## config.mk

```make
export PLATFORM = sky130hd
export DESIGN_NAME = neuron_dot_product_log_limit_flat
export DESIGN_NICKNAME = d
export VERILOG_FILES = /design/src/rtl/ndp_pkg.sv /design/src/rtl/ndp_in_if.sv /design/src/rtl/ndp_out_if.sv /design/src/rtl/ndp_ctrl.sv /design/src/rtl/ndp_datapath.sv /design/src/rtl/neuron_dot_product_log_limit.sv /design/src/flat_wrapper.sv
export SDC_FILE = /design/constraint.sdc
export NUM_CORES = 1
export LEC_CHECK = 0
export ABC_AREA = 1
export BUFFER_PORTS_ARGS = -buffer_cell sky130_fd_sc_hd__buf_2
export CAP_MARGIN = 20
export CELL_PAD_IN_SITES_DETAIL_PLACEMENT = 1
export CELL_PAD_IN_SITES_GLOBAL_PLACEMENT = 1
export CORE_AREA = 3 3 229 253
export DETAILED_ROUTE_END_ITERATION = 8
export DIE_AREA = 0 0 232 256
export GPL_TIMING_DRIVEN = 0
export PLACE_DENSITY = 0.68
export SYNTH_ARGS = -nofsm -noshare
export SYNTH_HDL_FRONTEND = slang
export SYNTH_HIERARCHICAL = 1
export SYNTH_SLANG_ARGS = --single-unit
```

## constraint.sdc

```tcl
create_clock -name clk -period 9 [get_ports clk]
set_clock_uncertainty 0.1 [all_clocks]
set_input_delay 1.8 -clock clk [delete_from_list [all_inputs] [get_ports clk]]
set_output_delay 1.8 -clock clk [all_outputs]
set_load 0.005 [all_outputs]
```

## src/rtl/ndp_pkg.sv

```systemverilog
// ----------------------------------------------------------------------------
// ndp_pkg
// Shared types and constants for the neuron dot product block.
// ----------------------------------------------------------------------------
package ndp_pkg;

  localparam int unsigned FIELD_WIDTH = 16;
  localparam int unsigned PROD_WIDTH  = 32;
  localparam int unsigned OUT_WIDTH   = 9;
  localparam int unsigned RES_WIDTH   = 8;
  localparam int unsigned LOG_KNEE    = 100;

  typedef enum logic [2:0] {
    ST_IDLE,
    ST_ACC,
    ST_ROUND,
    ST_LOG,
    ST_EMIT
  } state_t;

  typedef struct packed {
    logic accept;
    logic load_mag;
    logic step;
    logic emit;
  } cmd_t;

  typedef struct packed {
    logic log_more;
    logic out_free;
  } status_t;

endpackage

```

## src/rtl/ndp_in_if.sv

```systemverilog
// ----------------------------------------------------------------------------
// ndp_in_if
// Synapse request channel: weight, input activation and last flag.
// ----------------------------------------------------------------------------
interface ndp_in_if;
  logic                                       valid;
  logic                                       ready;
  logic signed [ndp_pkg::FIELD_WIDTH-1:0]     weight;
  logic signed [ndp_pkg::FIELD_WIDTH-1:0]     in_activation;
  logic                                       last;

  modport source (output valid, output weight, output in_activation, output last,
                  input ready);
  modport sink   (input valid, input weight, input in_activation, input last,
                  output ready);
endinterface

```

## src/rtl/ndp_out_if.sv

```systemverilog
// ----------------------------------------------------------------------------
// ndp_out_if
// Result request channel: output activation of the neuron.
// ----------------------------------------------------------------------------
interface ndp_out_if;
  logic                                   valid;
  logic                                   ready;
  logic signed [ndp_pkg::OUT_WIDTH-1:0]   out_activation;

  modport source (output valid, output out_activation, input ready);
  modport sink   (input valid, input out_activation, output ready);
endinterface

```

## src/rtl/ndp_ctrl.sv

```systemverilog
// ----------------------------------------------------------------------------
// ndp_ctrl
// Sequencer: accumulate, round, log-compress and hand over the result.
// ----------------------------------------------------------------------------
module ndp_ctrl (
  input  logic             clk,
  input  logic             rst_n,
  input  logic             in_valid,
  input  logic             in_last,
  output logic             in_ready,
  input  ndp_pkg::status_t status,
  output ndp_pkg::cmd_t    cmd
);

  ndp_pkg::state_t state_r;
  ndp_pkg::state_t state_nxt;

  always_ff @(posedge clk) begin
    if (!rst_n) begin
      state_r <= ndp_pkg::ST_IDLE;
    end else begin
      state_r <= state_nxt;
    end
  end

  always_comb begin
    state_nxt = state_r;
    unique case (state_r)
      ndp_pkg::ST_IDLE: begin
        if (in_valid && in_last) begin
          state_nxt = ndp_pkg::ST_ACC;
        end
      end
      ndp_pkg::ST_ACC:   state_nxt = ndp_pkg::ST_ROUND;
      ndp_pkg::ST_ROUND: state_nxt = ndp_pkg::ST_LOG;
      ndp_pkg::ST_LOG: begin
        if (!status.log_more) begin
          state_nxt = ndp_pkg::ST_EMIT;
        end
      end
      ndp_pkg::ST_EMIT: begin
        if (status.out_free) begin
          state_nxt = ndp_pkg::ST_IDLE;
        end
      end
      default: state_nxt = ndp_pkg::ST_IDLE;
    endcase
  end

  always_comb begin
    in_ready     = 1'b0;
    cmd          = '0;
    unique case (state_r)
      ndp_pkg::ST_IDLE: begin
        in_ready   = 1'b1;
        cmd.accept = in_valid;
      end
      ndp_pkg::ST_ACC:   ;
      ndp_pkg::ST_ROUND: cmd.load_mag = 1'b1;
      ndp_pkg::ST_LOG:   cmd.step     = status.log_more;
      ndp_pkg::ST_EMIT:  cmd.emit     = status.out_free;
      default: ;
    endcase
  end

`ifndef ASSERT_OFF
  a_last_to_acc: assert property (@(posedge clk) disable iff (!rst_n)
    (state_r == ndp_pkg::ST_IDLE && in_valid && in_last) |=> state_r == ndp_pkg::ST_ACC)
    else $error("last request did not start the finish sequence");
  a_round_to_log: assert property (@(posedge clk) disable iff (!rst_n)
    cmd.load_mag |=> state_r == ndp_pkg::ST_LOG)
    else $error("rounding not followed by log compression");
  a_emit_free: assert property (@(posedge clk) disable iff (!rst_n)
    cmd.emit |-> status.out_free)
    else $error("result emitted into an occupied output register");
`endif

endmodule

```

## src/rtl/ndp_datapath.sv

```systemverilog
// ----------------------------------------------------------------------------
// ndp_datapath
// Product register, accumulator, rounding and the halving log compressor.
// ----------------------------------------------------------------------------
module ndp_datapath #(
  parameter int unsigned WEIGHT_FRAC_BITS = 8,
  parameter int unsigned ACC_WIDTH        = 48
) (
  input  logic                                  clk,
  input  logic                                  rst_n,
  input  ndp_pkg::cmd_t                         cmd,
  output ndp_pkg::status_t                      status,
  input  logic signed [ndp_pkg::FIELD_WIDTH-1:0] weight,
  input  logic signed [ndp_pkg::FIELD_WIDTH-1:0] in_activation,
  output logic                                  out_valid,
  input  logic                                  out_ready,
  output logic signed [ndp_pkg::OUT_WIDTH-1:0]  out_activation
);

  localparam int unsigned EXT_W = ACC_WIDTH + 1;
  localparam int unsigned MAG_W = EXT_W - WEIGHT_FRAC_BITS;
  localparam logic [EXT_W-1:0] HALF     = EXT_W'(1) << (WEIGHT_FRAC_BITS - 1);
  localparam logic [EXT_W-1:0] NEG_BIAS = HALF + (EXT_W'(1) << WEIGHT_FRAC_BITS);

  logic signed [ndp_pkg::PROD_WIDTH-1:0] prod_r;
  logic                                  prod_vld_r;
  logic signed [ACC_WIDTH-1:0]           acc_r;
  logic [MAG_W-1:0]                      shift_r;
  logic [ndp_pkg::RES_WIDTH-1:0]         res_r;
  logic                                  neg_r;
  logic                                  out_valid_r;
  logic signed [ndp_pkg::OUT_WIDTH-1:0]  out_act_r;

  logic [EXT_W-1:0] ext;
  logic [EXT_W-1:0] rnd_sum;
  logic [MAG_W-1:0] mag;
  logic             mag_small;

  always_comb begin
    ext       = {acc_r[ACC_WIDTH-1], acc_r};
    rnd_sum   = acc_r[ACC_WIDTH-1] ? (~ext + NEG_BIAS) : (ext + HALF);
    mag       = rnd_sum[EXT_W-1:WEIGHT_FRAC_BITS];
    mag_small = mag <= MAG_W'(ndp_pkg::LOG_KNEE);
  end

  assign status.log_more = shift_r[MAG_W-1:1] >= (MAG_W-1)'(ndp_pkg::LOG_KNEE);
  assign status.out_free = !out_valid_r || out_ready;

  always_ff @(posedge clk) begin
    if (!rst_n) begin
      prod_vld_r  <= 1'b0;
      acc_r       <= '0;
      out_valid_r <= 1'b0;
    end else begin
      prod_vld_r <= cmd.accept;
      if (cmd.load_mag) begin
        acc_r <= '0;
      end else if (prod_vld_r) begin
        acc_r <= acc_r + ACC_WIDTH'(prod_r);
      end
      if (cmd.emit) begin
        out_valid_r <= 1'b1;
      end else if (out_ready) begin
        out_valid_r <= 1'b0;
      end
    end
  end

  always_ff @(posedge clk) begin
    if (cmd.accept) begin
      prod_r <= weight * in_activation;
    end
    if (cmd.load_mag) begin
      shift_r <= mag;
      neg_r   <= acc_r[ACC_WIDTH-1];
      res_r   <= mag_small ? mag[ndp_pkg::RES_WIDTH-1:0]
                           : ndp_pkg::RES_WIDTH'(ndp_pkg::LOG_KNEE);
    end else if (cmd.step) begin
      shift_r <= shift_r >> 1;
      res_r   <= res_r + 1'b1;
    end
    if (cmd.emit) begin
      out_act_r <= neg_r ? -$signed({1'b0, res_r}) : $signed({1'b0, res_r});
    end
  end

  assign out_valid      = out_valid_r;
  assign out_activation = out_act_r;

`ifndef ASSERT_OFF
  a_acc_clear: assert property (@(posedge clk) disable iff (!rst_n)
    cmd.load_mag |=> acc_r == '0)
    else $error("accumulator not cleared after rounding");
  a_emit_valid: assert property (@(posedge clk) disable iff (!rst_n)
    cmd.emit |=> out_valid_r)
    else $error("emitted result not presented");
`endif

endmodule

```

## src/rtl/neuron_dot_product_log_limit.sv

```systemverilog
// ----------------------------------------------------------------------------
// neuron_dot_product_log_limit
// Fixed point neuron multiply-accumulate with log-limited output activation.
// ----------------------------------------------------------------------------
// Each synapse request adds weight times input activation into an ACC_WIDTH
// accumulator; a request that is not last is taken every cycle. After a last
// request, ready stays low through ST_ACC, ST_ROUND, ST_LOG, where the log
// compressor applies its halvings (one per cycle, none for magnitudes up to
// 199), and ST_EMIT, which waits while the output register is occupied. The
// result sits in an output register, so the next neuron's requests are
// taken while it waits to be collected.
module neuron_dot_product_log_limit #(
  parameter int unsigned WEIGHT_FRAC_BITS = 8,
  parameter int unsigned ACC_WIDTH        = 48
) (
  input  logic      clk,
  input  logic      rst_n,
  ndp_in_if.sink    in_s,
  ndp_out_if.source out_m
);

  ndp_pkg::cmd_t    cmd;
  ndp_pkg::status_t status;

  ndp_ctrl u_ctrl (
    .clk      (clk),
    .rst_n    (rst_n),
    .in_valid (in_s.valid),
    .in_last  (in_s.last),
    .in_ready (in_s.ready),
    .status   (status),
    .cmd      (cmd)
  );

  ndp_datapath #(
    .WEIGHT_FRAC_BITS (WEIGHT_FRAC_BITS),
    .ACC_WIDTH        (ACC_WIDTH)
  ) u_datapath (
    .clk            (clk),
    .rst_n          (rst_n),
    .cmd            (cmd),
    .status         (status),
    .weight         (in_s.weight),
    .in_activation  (in_s.in_activation),
    .out_valid      (out_m.valid),
    .out_ready      (out_m.ready),
    .out_activation (out_m.out_activation)
  );

endmodule

```

## src/flat_wrapper.sv

```systemverilog
// flat-port wrapper written by rule: the top's interface ports become plain ports
module neuron_dot_product_log_limit_flat 
#(
  parameter int unsigned WEIGHT_FRAC_BITS = 8,
  parameter int unsigned ACC_WIDTH        = 48
)
  (clk, rst_n, in_s_valid, in_s_weight, in_s_in_activation, in_s_last, in_s_ready, out_m_valid, out_m_out_activation, out_m_ready);
  ndp_in_if in_s_i ();
  ndp_out_if out_m_i ();
  input  logic clk;
  input  logic rst_n;
  input wire logic [$bits(in_s_i.valid)-1:0] in_s_valid;
  input wire logic [$bits(in_s_i.weight)-1:0] in_s_weight;
  input wire logic [$bits(in_s_i.in_activation)-1:0] in_s_in_activation;
  input wire logic [$bits(in_s_i.last)-1:0] in_s_last;
  output wire logic [$bits(in_s_i.ready)-1:0] in_s_ready;
  output wire logic [$bits(out_m_i.valid)-1:0] out_m_valid;
  output wire logic [$bits(out_m_i.out_activation)-1:0] out_m_out_activation;
  input wire logic [$bits(out_m_i.ready)-1:0] out_m_ready;
  assign in_s_i.valid = in_s_valid;
  assign in_s_i.weight = in_s_weight;
  assign in_s_i.in_activation = in_s_in_activation;
  assign in_s_i.last = in_s_last;
  assign in_s_ready = in_s_i.ready;
  assign out_m_valid = out_m_i.valid;
  assign out_m_out_activation = out_m_i.out_activation;
  assign out_m_i.ready = out_m_ready;
  neuron_dot_product_log_limit #(.WEIGHT_FRAC_BITS(WEIGHT_FRAC_BITS), .ACC_WIDTH(ACC_WIDTH)) u_core (.clk(clk), .rst_n(rst_n), .in_s(in_s_i), .out_m(out_m_i));
endmodule
```

==> run_results.csv, run 1 <==
group,metric,value,unit
timing,slew_headroom,35.76,%
hold_path,hold_path_depth,2,
cts,clkLatencyLatePin,0.45,ns
global_routing,grt_max_degree,47,
critical_path,critPathKind,"input port to register",
logic_synthesis,synth_cell_type_count,52,
die,rows,91,
timing,finalWorstSetupSlack,0.6100,ns
finish,mostFrequentLayoutCells,"nand2_1 (766), inv_1 (654), nor2_1 (277)",
timing,hold_viol_final,0,
timing,timing.fmax,0.1192,GHz
routing,vias_per_cell,5.149,
logic_synthesis,postSynthCellCount,3041,
run,max_cap_viol_count,0,
global_routing,grt_pass1_vias,21980,
status,outcome,"finished, final reports clean",
routing,drc,0,
timing,finalSetupViolCount,0,
logic_synthesis,synth_area,0.02161,sq mm
logic_synthesis,synth_top_area_cell,"fa_1",
cts,cts_buffer_depth,2,
critical_path,critical_path.endpoint,"u_core/u_datapath/prod_r[28]$_DFFE_PP_",
logic_synthesis,async_reset_ff_share,0,%
die,io_pins,48,
critical_path,end_kind,"register",
finish,n_antenna_cell,0,
global_routing,grt_use_total,27.32,%
global_routing,overflow,0,
routing,wl_per_cell,20.77,microns
die,die_area,0.05939,sq mm
timing,rsz0062_at_grt,"false",
hold_path,hold_path.class,"register to register",
finish,syn_to_final_growth,7.637,%
place,dpl.hpwl,69100,microns
logic_synthesis,synth_enable_flop_cells,88,
logic_synthesis,synth.yosys.seq_area_share,17.14,%
timing,worstMarginPinSlew,0.9637,ns
cts,cts_tree,"yes",
cts,post_cts_buffers,0,
critical_path,required,9.07,ns
routing,first_pass_iters,5,
cts,hold_buffers,0,
cts,path_clk_slew,0.07,ns
global_routing,antenna_found_initial,0,
place,pre_cts_slack,0.09918,ns
global_routing,grtUsageMet1,30.85,%
logic_synthesis,synth_ff_type,"edfxtp_1",
global_routing,grt_use_met3,2.237,%
critical_path,r2r_end,"u_core/u_datapath/acc_r[46]$_SDFFE_PP0P_",
logic_synthesis,synth_top_cell_area_share,24.36,%
cts,htree_levels,4,
timing,period_share,93.22,%
logic_synthesis,synth_warnings,6,
finish,nNetsFinal,3516,
timing,tns,0,ns
critical_path,crit_path_max_fanout,10,
die,placeableCoreArea,0.05579,sq mm
routing,ant_nets,0,
critical_path,rr_worst_depth,17,
critical_path,worstPathArrival,8.46,ns
place,placed_area,0.02266,sq mm
timing,layout_min_cycle_time,8.390,ns
global_routing,use_met2,50.44,%
critical_path,r2r_slack,5.00,ns
critical_path,start_kind,"input port",
finish,stdcell_area,0.02326,sq mm
critical_path,crit_path_start,"in_s_in_activation[5]",
cts,cts.sinks,141,
global_routing,gr-max-usage-layer,"met2",
die,die_width,232,microns
logic_synthesis,ys_top_cells_by_area,"fa_1 (24%), nand2_1 (13%), edfxtp_1 (12%)",
die,die_y,256,microns
cts,ctsResizeCount,0,
cts,cts_inserted_buffers,17,
place,place_congestion,1.001,
logic_synthesis,avgSynthCellArea,7.106,sq um
logic_synthesis,synth.net_count,3473,
finish,final_common_cell,"nand2_1",
finish,layout-drive-gt1-share,3.520,%
die,start_util,38.74,%
cts,root_buffer,"clkbuf_16",
routing,initialDrtViolationCount,739,
routing,vias,19780,
logic_synthesis,ys_ff_latch,141,
global_routing,grt_pass1_wl,124600,microns
finish,final_cells,3841,
timing,drv_slew,0,
critical_path,timing.rr.start,"u_core/u_datapath/prod_r[0]$_DFFE_PP_",
place,numPortBuffers,22,
routing,postRouteWirelength,79770,microns
place,place_inst,3808,
==> kinds of logic after synthesis <==
kind of cell / share of synthesized area (%)
AND/OR/NAND/NOR: 24.07
buffers and inverters: 13.19
adder cells (fa/ha/maj): 32.01
AO/OA/AOI/OAI: 9.443
flip-flops: 17.14
XOR/XNOR: 4.134
other: 0.01735
==> synthesized netlist by cell type (4+ instances only) <==
cell      count
a21oi_1     157
fa_1        263
nand3_2       5
a21o_1        6
nand3_1     107
nor2_2       15
ha_1        132
o211ai_1     10
nand2_1     766
a31oi_1       9
o21bai_1      6
nor4_1       11
nor2_1      278
o21a_1        6
o21ai_1      11
nand2_2       4
nand4_1      29
xor2_1       72
edfxtp_1     88
inv_1       654
o31ai_1       4
dfxtp_1      53
xnor2_1      30
nor3_1       33
clkbuf_1     83
or2_2         7
o21ai_0     155
nand3b_1      4
buf_2        10
==> critical path, cell delays in order <==
cell and delay (ns):
clkbuf_1 0.33, clkbuf_1 0.55, nand2_1 0.24, fa_1 0.62, inv_1 0.08, fa_1 0.92, inv_1 0.19, fa_1 0.56
inv_1 0.05, fa_1 0.48, fa_1 0.55, inv_1 0.06, fa_1 0.53, inv_1 0.04, ha_1 0.35, nand2_1 0.13
nor3_1 0.34, nand3_1 0.12, o21ai_0 0.39, xor2_1 0.11
==> layout make-up <==
cell class / count / area (sq um)
fillers: 7126 / 32530
plain buffers: 97 / 380.4
multi-input cells: 2145 / 15060
repair buffers: 24 / 135.1
clock buffers: 18 / 429.2
clock inverters: 14 / 152.6
well taps: 744 / 930.9
inverters: 658 / 2470
flip-flops and latches: 141 / 3704
==> sequential cells by signal (all words and copies together), names as in the netlist <==
register / cells
u_core/u_datapath/acc_r: 48
u_core/u_datapath/shift_r: 38
u_core/u_datapath/prod_r: 32
u_core/u_datapath/out_activation: 9
u_core/u_datapath/res_r: 8
u_core/u_ctrl/state_r: 3
u_core/u_datapath/neg_r: 1
u_core/u_datapath/out_valid: 1
u_core/u_datapath/prod_vld_r: 1
==> per-stage QoR <==
stage | hold WS [ns] | utilization (%)
6_report | 0.3730 | 41.69
5_1_grt | 0.3850 | 41.69
4_1_cts | 0.3751 | 41.66
3_5_place_dp | 0.3674 | 40.61
3_3_place_gp | 0.3587 | 40.60
2_1_floorplan | 0.3029 | -
==> how the worst min path moves through the flow <==
stage | from | to | slack (ns)
6_report | u_core/u_datapath/acc_r[0]$_SDFFE_PP0P_ | u_core/u_datapath/acc_r[0]$_SDFFE_PP0P_ | 0.37
2_1_floorplan | u_core/u_datapath/acc_r[47]$_SDFFE_PP0P_ | u_core/u_datapath/neg_r$_DFFE_PP_ | 0.30
5_1_grt | u_core/u_datapath/acc_r[0]$_SDFFE_PP0P_ | u_core/u_datapath/acc_r[0]$_SDFFE_PP0P_ | 0.38
3_3_place_gp | u_core/u_datapath/acc_r[0]$_SDFFE_PP0P_ | u_core/u_datapath/acc_r[0]$_SDFFE_PP0P_ | 0.36
4_1_cts | u_core/u_datapath/acc_r[0]$_SDFFE_PP0P_ | u_core/u_datapath/acc_r[0]$_SDFFE_PP0P_ | 0.38
3_5_place_dp | u_core/u_datapath/acc_r[0]$_SDFFE_PP0P_ | u_core/u_datapath/acc_r[0]$_SDFFE_PP0P_ | 0.37
==> routing by layer <==
metal / share of wire (%) / wire length (microns)
met1: 40 / 31700
met2: 52 / 41460
met3: 2.2 / 1736
met4: 6.1 / 4869
met5: 0 / 0
Power of run 1 is not shown: default switching activity piles up to over one toggle a cycle in this logic, so the estimate is an artifact.
==> run 2, diff against run 1 <==
Settings changed: ABC_CLOCK_PERIOD_IN_PS from default to 9000, GPL_TIMING_DRIVEN 0 to default.
==> run_results.csv, run 2 (synthesis results as in run 1) <==
group,metric,value,unit
routing,postRouteWirelength,74500,microns
finish,final_common_cell,"nand2_1",
cts,cts_buffer_depth,2,
timing,hold_viol_final,0,
timing,drv_slew,0,
critical_path,critPathKind,"input port to register",
finish,n_antenna_cell,0,
routing,wl_met1,30670,microns
critical_path,slowest_delay,0.55,ns
routing,dr_wl_met2,38920,microns
critical_path,critical_path_buf_inv_count,4,
finish,stdcell_area,0.02309,sq mm
finish,fillers,7128,
timing,finalSetupViolCount,0,
die,placeableCoreArea,0.05579,sq mm
critical_path,end_kind,"register",
hold_path,hp-start,"u_core/u_datapath/acc_r[0]$_SDFFE_PP0P_",
hold_path,hold_path.class,"register to register",
place,dpl.hpwl,62980,microns
cts,cts_inserted_buffers,17,
routing,route.top_layer_used,"met4",
timing,slew_headroom,45.08,%
critical_path,path_cells,"buf_2 > inv_1 > nor2_1 > fa_1 > fa_1 > fa_1 > fa_1 > fa_1 > inv_1 > fa_1 > inv_1 > ha_1 > nand2_1 > nor4_1 > nand4_1 > nand3_1 > nand3_1 > o2111ai_1 > xor2_1",
critical_path,worstPathArrival,7.73,ns
finish,mostFrequentLayoutCells,"nand2_1 (766), inv_1 (652), nor2_1 (278)",
finish,nNetsFinal,3454,
place,pre_cts_slack,0.8544,ns
cts,path_clk_slew,0.07,ns
cts,post_cts_buffers,0,
finish,top_register,"u_core/u_datapath/acc_r",
global_routing,grt_max_degree,66,
die,start_util,38.74,%
cts,cts_tree,"yes",
global_routing,antenna_found_initial,0,
hold_path,hold_path_depth,2,
cts,clkLatencyLatePin,0.45,ns
place,placed_area,0.02248,sq mm
die,io_pins,48,
critical_path,cp_slowest_cell,"fa_1",
die,die_width,232,microns
timing,tns,0,ns
routing,drc,0,
critical_path,crit_path_max_fanout,17,
critical_path,timing.rr.start,"u_core/u_datapath/acc_r[7]$_SDFFE_PP0P_",
critical_path,rr_worst_depth,13,
cts,cts.sinks,141,
cts,ctsResizeCount,0,
global_routing,grt_pass1_wl,118100,microns
routing,vias,19370,
hold_path,worstHoldEndpoint,"u_core/u_datapath/acc_r[0]$_SDFFE_PP0P_",
run,max_cap_viol_count,0,
cts,hold_buffers,0,
timing,layout_min_cycle_time,7.640,ns
timing,finalWorstSetupSlack,1.360,ns
routing,first_pass_iters,5,
status,outcome,"finished, final reports clean",
critical_path,cpMostUsedCell,"fa_1",
timing,worstMarginPinSlew,0.8153,ns
die,die_y,256,microns
timing,timing.fmax,0.1309,GHz
die,die_area,0.05939,sq mm
finish,largest_reg_flops,48,
routing,dr_wl_met3,1487,microns
routing,wl_per_cell,19.72,microns
global_routing,grt_use_total,25.41,%
place,numPortBuffers,47,
timing,period_share,84.89,%
routing,ant_nets,0,
routing,vias_per_cell,5.127,
finish,reg_top3,"u_core/u_datapath/acc_r: 48 flops, u_core/u_datapath/shift_r: 38 flops, u_core/u_datapath/prod_r: 32 flops",
critical_path,r2r_slack,5.24,ns
routing,initialDrtViolationCount,883,
finish,syn_to_final_growth,6.826,%
critical_path,start_kind,"input port",
global_routing,grt_pass1_vias,21470,
timing,rsz0062_at_grt,"false",
critical_path,required,9.09,ns
global_routing,overflow,0,
critical_path,r2r_end,"u_core/u_datapath/res_r[5]$_DFFE_PP_",
place,place_congestion,0.9454,
cts,htree_levels,4,
critical_path,critPathTopFamily,"adder cells",
finish,layout-drive-gt1-share,4.316,%
die,rows,91,
cts,root_buffer,"clkbuf_16",
[run 2: cell types whose count changed in the layout (fill, tap and decap cells not counted), sizes merged]
| cell | change |
|---|---|
| bufinv | +1 |
| inv | -2 |
| clkinvlp | -1 |
| clkbuf | -83 |
| clkinv | +2 |
| buf | +21 |
[run 2: area by class of cell]
type	count	area, sq um	share of cell area [%]
multi-input combinational	2145	15060	65.22
sequential	141	3704	16.04
inverter	658	2470	10.70
tap	744	930.9	4.032
clock buffer	18	429.2	1.859
timing repair buffer	59	337.8	1.463
clock inverter	14	157.7	0.6829
[run 2: worst max path at each step]
stage                           startpoint                                endpoint  depth (start not counted)
floorplan            in_s_in_activation[5]  u_core/u_datapath/prod_r[28]$_DFFE_PP_                         20
global placement    in_s_in_activation[15]  u_core/u_datapath/prod_r[29]$_DFFE_PP_                         19
detailed placement  in_s_in_activation[15]  u_core/u_datapath/prod_r[29]$_DFFE_PP_                         19
CTS                 in_s_in_activation[15]  u_core/u_datapath/prod_r[29]$_DFFE_PP_                         19
global route        in_s_in_activation[15]  u_core/u_datapath/prod_r[29]$_DFFE_PP_                         20
finish              in_s_in_activation[15]  u_core/u_datapath/prod_r[29]$_DFFE_PP_                         19
[run 2: routing by layer]
| metal | vias up | track usage (%) |
|---|---|---|
| met1 | 9625 | 29.85 |
| met2 | 324 | 47.44 |
| met5 | - | 0 |
| met3 | 135 | 1.569 |
| met4 | 0 | 10.81 |
| li1 | 9290 | - |
[run 2: worst min-delay path, cell delays in order (launching register included)]
cell and delay [ns]:
dfxtp_1 0.31, nand2_1 0.06, a21oi_1 0.05
[run 2: through the flow]
stage	std cells	util [%]	hold slack, ns
final	3779	41.38	0.3736
after global routing	3779	41.38	0.3986
after CTS	3778	41.34	0.3787
after detailed placement	3746	40.29	0.3693
after global placement	3746	40.29	0.3540
after floorplan	3041	-	0.3029
Power of run 2 is left out for the same reason.
